===== src/rtl/ncs_pkg.sv =====
// Package for the nearest-centre search block: field widths, register
// indexes and the command, status and pipeline tag types.
// No dependencies; every other file of the block refers to it by scoped names.
`default_nettype none

package ncs_pkg;

  // Configuration port.
  localparam int CFG_W     = 7;
  localparam int CFG_IDX_W = 2;
  localparam logic [CFG_IDX_W-1:0] REG_CENTERS = 2'd0;
  localparam logic [CFG_IDX_W-1:0] REG_DIMS    = 2'd1;

  // Beat field widths.
  localparam int SLOT_W        = 6;
  localparam int COORD_FIELD_W = 16;
  localparam int DIST_W        = 38;
  localparam int IN_TDATA_W    = 32;
  localparam int OUT_TDATA_W   = 48;

  // Input kind carried on tuser.
  localparam logic FUNC_CENTER = 1'b0;
  localparam logic FUNC_QUERY  = 1'b1;

  // Marks travelling alongside one coordinate pair through the datapath.
  typedef struct packed {
    logic valid;
    logic first_dim;
    logic last_dim;
    logic first_center;
    logic last_center;
  } tag_t;

  typedef struct packed {
    logic wr_center;
    logic wr_query;
    logic load_out;
    tag_t rd;
  } cmd_t;

  typedef struct packed {
    logic done;
    logic out_free;
  } sts_t;

endpackage

`default_nettype wire


===== src/rtl/ncs_ctrl.sv =====
// Controller of the nearest-centre search: configuration registers, input
// acceptance and the sequencer that walks centres and coordinates.
// Depends on ncs_pkg.
`default_nettype none

module ncs_ctrl #(
  parameter int MAX_CENTERS = 64,
  parameter int MAX_DIMS    = 64,
  parameter int CAW         = 12,
  parameter int DAW         = 6,
  parameter int CIW         = 6
) (
  input  wire logic                          clk,
  input  wire logic                          rst_n,
  input  wire logic                          cfg_we,
  input  wire logic [ncs_pkg::CFG_IDX_W-1:0] cfg_index,
  input  wire logic [ncs_pkg::CFG_W-1:0]     cfg_data,
  input  wire logic                          in_tvalid,
  output logic                               in_tready,
  input  wire logic                          in_func,
  input  wire logic [ncs_pkg::SLOT_W-1:0]    in_center_slot,
  input  wire logic [ncs_pkg::SLOT_W-1:0]    in_dim_slot,
  output ncs_pkg::cmd_t                      cmd,
  output logic [CAW-1:0]                     rd_caddr,
  output logic [DAW-1:0]                     rd_daddr,
  output logic [CIW-1:0]                     rd_slot,
  input  ncs_pkg::sts_t                      sts
);

  localparam logic [1:0] ST_IDLE  = 2'd0;
  localparam logic [1:0] ST_RUN   = 2'd1;
  localparam logic [1:0] ST_DRAIN = 2'd2;
  localparam logic [1:0] ST_LOAD  = 2'd3;

  logic [1:0]                 state_r, state_nxt;
  logic [ncs_pkg::CFG_W-1:0]  centers_r, dims_r;
  logic [ncs_pkg::CFG_W-1:0]  ncent, ndims;
  logic [DAW-1:0]             d_r, d_nxt;
  logic [CIW-1:0]             c_r, c_nxt;
  logic [CAW-1:0]             base_r, base_nxt;
  logic                       in_fire, center_ok, query_ok, starts;
  logic                       d_last, c_last;

  // A count of zero acts as one; a count above the store size acts as that size.
  always_comb begin
    if (centers_r == '0) begin
      ncent = ncs_pkg::CFG_W'(1);
    end else if (int'(centers_r) > MAX_CENTERS) begin
      ncent = ncs_pkg::CFG_W'(MAX_CENTERS);
    end else begin
      ncent = centers_r;
    end
    if (dims_r == '0) begin
      ndims = ncs_pkg::CFG_W'(1);
    end else if (int'(dims_r) > MAX_DIMS) begin
      ndims = ncs_pkg::CFG_W'(MAX_DIMS);
    end else begin
      ndims = dims_r;
    end
  end

  always_ff @(posedge clk) begin
    if (!rst_n) begin
      centers_r <= ncs_pkg::CFG_W'(1);
      dims_r    <= ncs_pkg::CFG_W'(1);
    end else if (cfg_we) begin
      if (cfg_index == ncs_pkg::REG_CENTERS) begin
        centers_r <= cfg_data;
      end else if (cfg_index == ncs_pkg::REG_DIMS) begin
        dims_r <= cfg_data;
      end
    end
  end

  assign in_tready = (state_r == ST_IDLE);
  assign in_fire   = in_tvalid && in_tready;
  assign center_ok = (int'(in_center_slot) < MAX_CENTERS) && (int'(in_dim_slot) < MAX_DIMS);
  assign query_ok  = int'(in_dim_slot) < MAX_DIMS;
  assign starts    = query_ok && (int'(in_dim_slot) == int'(ndims) - 1);

  assign d_last = int'(d_r) == int'(ndims) - 1;
  assign c_last = int'(c_r) == int'(ncent) - 1;

  always_comb begin
    state_nxt = state_r;
    d_nxt     = d_r;
    c_nxt     = c_r;
    base_nxt  = base_r;
    cmd       = '0;
    unique case (state_r)
      ST_IDLE: begin
        if (in_fire) begin
          if (in_func == ncs_pkg::FUNC_CENTER) begin
            cmd.wr_center = center_ok;
          end else begin
            cmd.wr_query = query_ok;
            if (starts) begin
              state_nxt = ST_RUN;
              d_nxt     = '0;
              c_nxt     = '0;
              base_nxt  = '0;
            end
          end
        end
      end
      ST_RUN: begin
        cmd.rd.valid        = 1'b1;
        cmd.rd.first_dim    = (d_r == '0);
        cmd.rd.last_dim     = d_last;
        cmd.rd.first_center = (c_r == '0);
        cmd.rd.last_center  = c_last;
        if (d_last) begin
          d_nxt = '0;
          if (c_last) begin
            state_nxt = ST_DRAIN;
          end else begin
            c_nxt    = c_r + CIW'(1);
            base_nxt = base_r + CAW'(MAX_DIMS);
          end
        end else begin
          d_nxt = d_r + DAW'(1);
        end
      end
      ST_DRAIN: begin
        if (sts.done) begin
          state_nxt = ST_LOAD;
        end
      end
      ST_LOAD: begin
        if (sts.out_free) begin
          cmd.load_out = 1'b1;
          state_nxt    = ST_IDLE;
        end
      end
      default: begin
        state_nxt = ST_IDLE;
      end
    endcase
  end

  always_ff @(posedge clk) begin
    if (!rst_n) begin
      state_r <= ST_IDLE;
      d_r     <= '0;
      c_r     <= '0;
      base_r  <= '0;
    end else begin
      state_r <= state_nxt;
      d_r     <= d_nxt;
      c_r     <= c_nxt;
      base_r  <= base_nxt;
    end
  end

  assign rd_caddr = base_r + CAW'(d_r);
  assign rd_daddr = d_r;
  assign rd_slot  = c_r;

endmodule

`default_nettype wire


===== config.mk =====
export PLATFORM = sky130hd
export DESIGN_NAME = ncs_ctrl
export DESIGN_NICKNAME = d
export VERILOG_FILES = /design/src/rtl/ncs_pkg.sv /design/src/rtl/ncs_ctrl.sv
export SDC_FILE = /design/constraint.sdc
export NUM_CORES = 1
export LEC_CHECK = 0
export BUFFER_PORTS_ARGS = -buffer_cell sky130_fd_sc_hd__buf_2
export CAP_MARGIN = 20
export CORE_MARGIN = 4
export CORE_UTILIZATION = 45
export CTS_CLUSTER_SIZE = 20
export DETAILED_ROUTE_END_ITERATION = 6
export GPL_TIMING_DRIVEN = 0
export HOLD_SLACK_MARGIN = 0.05
export PLACE_DENSITY = 0.68
export SYNTH_ARGS = -nofsm -noshare
export SYNTH_HDL_FRONTEND = slang
export SYNTH_SLANG_ARGS = --single-unit

===== constraint.sdc =====
create_clock -name clk -period 6.8 [get_ports clk]
set_input_delay 0.68 -clock clk [delete_from_list [all_inputs] [get_ports clk]]
set_output_delay 0.68 -clock clk [all_outputs]
set_load 0.01 [all_outputs]

Word-level counts from Yosys, hierarchy flattened
Index checks and enable logic that the tools add are counted.
{"block": "totals", "reg_bits": 40, "in_bits": 28, "out_inout_bits": 33, "wordCells": 76}
{"block": "classes", "n_addsub": 6, "n_lt_le_gt_ge": 2, "n_eq_ne": 15, "mux": 33, "bitwise_logic": 1, "n_reduce_logical": 13}
{"operator": "$mux 12", "n": 5}
{"operator": "$mux 6", "n": 6}
{"operator": "$mux 7", "n": 4}
{"operator": "$eq 7x8->1", "n": 3}
{"operator": "$pmux 12 s2", "n": 1}
{"operator": "$pmux 6 s2", "n": 2}
{"operator": "$mux 2", "n": 9}
{"operator": "$sub 7x1->8 const B", "n": 2}
{"operator": "$gt 7x7->1 const B", "n": 2}
{"operator": "$logic_not 7->1", "n": 2}
{"operator": "$add 12x6->12", "n": 1}
{"operator": "$add 12x7->12 const B", "n": 1}
{"operator": "$add 6x1->6 const B", "n": 2}
{"operator": "$logic_not 6->1", "n": 2}
{"operator": "$ne 2x2->1 const B", "n": 5}
{"operator": "$pmux 2 s4", "n": 1}
{"operator": "$reduce_and 7->1", "n": 1}
{"operator": "$ne 2x1->1 const B", "n": 3}
{"operator": "$reduce_and 6->1", "n": 1}
{"operator": "$mux 5", "n": 1}
{"operator": "$eq 2x1->1 const B", "n": 2}
{"operator": "$eq 2x2->1 const B", "n": 2}
{"operator": "$logic_not 2->1", "n": 2}
{"operator": "$mux 1", "n": 4}
{"operator": "6 further kinds", "n": 6}

Depth between registers and ports, before layout
{"block": "logic_depth", "depth_word": 9, "ltp_mapped": 14, "depth_no_buf": 11}

Least setup slack after synthesis
No wires, ideal clock.
{"block": "synth_timing", "path_kind": "register to output", "startpoint": "register dims_r[6] (netlist bit)", "endpoint": "output cmd[2] (netlist bit)", "arrival_time_ps": 2658, "required_time_ps": 6120, "slack_ps": 3462, "path_stages_with_launch": 13, "path_buffers": 4, "cell_sequence": "dfxtp_1 -> buf_6 -> nor4_1 -> a21oi_1 -> ha_1 -> clkbuf_1 -> xnor3_1 -> nand3_1 -> or4_4 -> buf_6 -> or2_0 -> buf_6 -> nor2_1"}
{"element": "start, declared", "line": "ncs_ctrl.sv:36", "source": "logic [ncs_pkg::CFG_W-1:0] centers_r, dims_r;"}
{"element": "start signal, assigned", "line": "ncs_ctrl.sv:65", "source": "dims_r <= ncs_pkg::CFG_W'(1);"}
{"element": "start signal, assigned", "line": "ncs_ctrl.sv:70", "source": "dims_r <= cfg_data;"}
{"element": "end, declared", "line": "ncs_ctrl.sv:23", "source": "output ncs_pkg::cmd_t cmd,"}

==> impl_results.md <==
- Status: finished clean
- Power Density: 137.8 nW/µm²
- Worst Hold Launch: base_r[11]$_SDFFE_PN0P_
- Met3 WL: 341 µm
- Clk_skew: 0.01254 ns
- First-pass GRT wire length: 12380 µm
- VDD IR max: 0.1004 mV
- Met2 WL post-DR: 3503 µm
- Final Slew Violations: 0
- Critical path class: register to primary output
- Crit-path max cell delay: 0.61 ns
- Drt wl/cell: 15.05 µm
- MaxCap Viol Count: 0
- GRT overflow: 0
- Wl on met1: 3631 µm
- Syn Area/Cell: 7.885 µm²
- # rows: 28
- Hold Crit Class: register to register
- Crit start category: register
- Vias in the first global route: 2605
- R2R Setup Slk: 2.74 ns
- Final Wtd Congestion: 0.8439
- Antenna fix cells: 0
- Synth cell types: 67
- CTS H-tree depth: 2
- Hold Path Cell Cnt: 2
- Top routing layer in use: met4
- Synthesized net count: 403
- Total track usage: 0.1991
- WP data required: 6.12 ns
- Fmax: 241.8 MHz
- Worst skew pair latency: 0.29 ns
- Root buffer cell: clkbuf_8
- Number of buffers created by CTS: 5
- Layout cells sized above 1: 0.1878
- Final core occ: 0.5493
- Initial antenna violation count: 0
- Worst Max-Slew Pin Slew: 0.6639 ns
- Clk buf depth: 2
- Fin crit period: 4.135 ns
- Leak pwr: 1.385 nW
- Hpwl dp: 5756 µm
- Starting DRT DRC Count: 214
- Routed vias: 2895
- Core ar.: 6061 µm²
- Number of setup buffers added after CTS: 0
- Main synth FF type: dfxtp_1
- Period Utilization, post-route: 0.6081
- TritonCTS clock tree: done
- Number of synthesized flops with an enable pin: 0
- DRT antenna net count: 0
- Setup violators final: 0
- Die Wd: 87.87 µm
- WL final: 7538 µm
- Via-to-Cell Ratio: 5.778
- Cell with the largest stage delay on the worst path: nor3b_1
- Post-Syn Instances: 364
- Reg2reg end: rd_slot[2]$_SDFFE_PN0P_
- R2R cell count: 13
- Port buffer count: 54
- Max_slew headroom: 0.5564
- Asr flop ratio synth: 0
- Die ar.: 7720 µm²
- CTS resizes: 0
- CP Data Arrival Time: 3.45 ns
- Critical-path cell list: buf_2 -> nor4_1 -> a21oi_1 -> ha_1 -> clkbuf_1 -> nor3b_1 -> nor2_1 -> o21bai_1 -> a21o_1 -> or2_0 -> buf_6 -> nor2_1 -> buf_2
- RSZ-0062 raised after global routing: false
- Min-Delay Endpoint: base_r[11]$_SDFFE_PN0P_
- Clk sinks: 34
- DRC violations left: 0
- Io pins: 61
- Clock Pin Slew Worst Setup and Hold Paths: 0.08 ns
- Critical R2R Launch: dims_r[4]$_SDFFE_PN0P_
- Die Y-Extent: 87.87 µm
- Largest net degree at the start of global routing: 12
- Total negative slack: 0 ns
- Pre-Repair DR Iteration Count: 4
- Synth-to-Final Area Change: 16.00%
- Yosys Warn Count: 0
- Crit end category: primary output
- Largest fanout on the critical path: 10
- Hold Buf Count CTS: 0
- Starting density of the core: 0.4736
- Sequential fraction of the synthesis area: 0.2371
- #FFs+latches synth: 34
- Mapped Area: 2870 µm²
- Nets@finish: 464
- Final hold vios: 0
[worst max-delay path: cells and delay by family (launching register included)]
kind,cells,cell delay [ns]
simple gates,5,1.04
buf+inv,4,0.82
compound gates,3,0.81
flops,1,0.30
fa+ha+maj,1,0.21
[worst max-delay path by stage]
stage,endpoint,slack [ns],cells after the start,start
2_1_floorplan,cmd[2],3.46,12,dims_r[6]$_SDFFE_PN0P_
3_3_place_gp,rd_slot[2]$_SDFFE_PN0P_,2.80,13,dims_r[4]$_SDFFE_PN0P_
3_5_place_dp,rd_slot[2]$_SDFFE_PN0P_,2.82,13,dims_r[4]$_SDFFE_PN0P_
4_1_cts,cmd[2],2.70,13,dims_r[4]$_SDFFE_PN0P_
5_1_grt,cmd[2],2.34,13,dims_r[4]$_SDFFE_PN0P_
6_report,cmd[2],2.67,13,dims_r[4]$_SDFFE_PN0P_
[cell usage after synthesis, types with 5 or more instances]
cell type  count  area share
dfxtp_1       34        0.24
clkbuf_1      30       0.039
nand2_1       29       0.038
mux2i_1       20       0.070
nor2b_1       20       0.044
inv_1         19       0.025
nand3_1       12       0.021
nor3_1        12       0.021
ha_1          11       0.048
nor3b_1       11       0.029
nor2_1         9       0.012
o21ai_0        9       0.016
and3_1         8       0.017
nor4_1         8       0.017
a21boi_0       6       0.016
nand2b_1       6       0.013
o21a_1         6       0.016
xnor2_1        6       0.018
a21oi_1        5      0.0087
a31oi_1        5       0.011
o22ai_1        5       0.011
or2_2          5       0.011
or4_1          5       0.013
[state kept, by name, indices dropped and copies added (netlist names)]
signal     count
base_r         6
centers_r      7
dims_r         7
rd_daddr       6
rd_slot        6
state_r        2
[logic make-up (layout without fill, tap and decap cells)]
logic type,after synthesis,count (layout),synth area share
flops,34,34,0.2371
buf+inv,58,120,0.08674
simple gates,154,154,0.3174
fa+ha+maj,11,11,0.04795
xor+xnor,12,12,0.04620
mux,22,22,0.07759
compound gates,73,73,0.1870
[stage by stage]
step / setup WS, ns / total power, W / cells / area, µm² / hold WS (ns)
after detailed placement: 2.822 / 0.0003048 / 493 / 3234 / 0.4884
after floorplan: 3.462 / 0.0002781 / 364 / 2870 / 0.4550
final: 2.665 / 0.0004586 / 501 / 3329 / 0.5017
after CTS: 2.702 / 0.0004612 / 501 / 3329 / 0.5066
after global placement: 2.797 / 0.0003035 / 493 / 3234 / 0.4790
after global routing: 2.342 / 0.0004832 / 501 / 3329 / 0.5362
[power breakdown]
part	internal (W)	leakage [nW]	switching [W]
clock	0.0000814	0.0472	0.0000755
combinational	0.0000417	1.06	0.0000550
sequential	0.000202	0.275	0.00000321
total	0.000325	1.39	0.000134
[cell type report]
class	instances	area, µm²
plain buffers	39	177.7
flip-flops and latches	34	680.7
multi-input cells	272	1941
well taps	75	93.84
fillers	598	2731
clock buffers	6	82.58
inverters	19	71.32
repair buffers	54	270.3
clock inverters	2	12.51
[cell usage in the layout (no fill, tap or decap), drive strengths merged, types with 3 or more instances in the layout]
cell / netlist / routed
o21a: 6 / 6
nand2: 29 / 29
o22ai: 5 / 5
o31ai: 3 / 3
mux2i: 20 / 20
a21oi: 5 / 5
nor4: 8 / 8
nand3b: 4 / 4
nand4b: 3 / 3
xor2: 4 / 4
and3: 8 / 8
nor2: 9 / 9
inv: 19 / 19
or2: 6 / 6
nand2b: 6 / 6
a211o: 3 / 3
nor2b: 20 / 20
a21boi: 7 / 7
nand4: 4 / 4
and2: 4 / 4
nand3: 12 / 12
nor3b: 11 / 11
or4: 8 / 8
xnor2: 6 / 6
nor3: 12 / 12
a31oi: 5 / 5
clkbuf: 30 / 36
or3: 3 / 3
o21ai: 11 / 11
o21bai: 3 / 3
ha: 11 / 11
buf: 9 / 63
dfxtp: 34 / 34
[layer usage]
layer	vias to the layer above	global-route usage
met4	0	0.05021
met3	6	0.03387
met5	-	0
met2	71	0.3226
li1	1446	-
met1	1372	0.2745
Power figures use the tool's default switching activity.
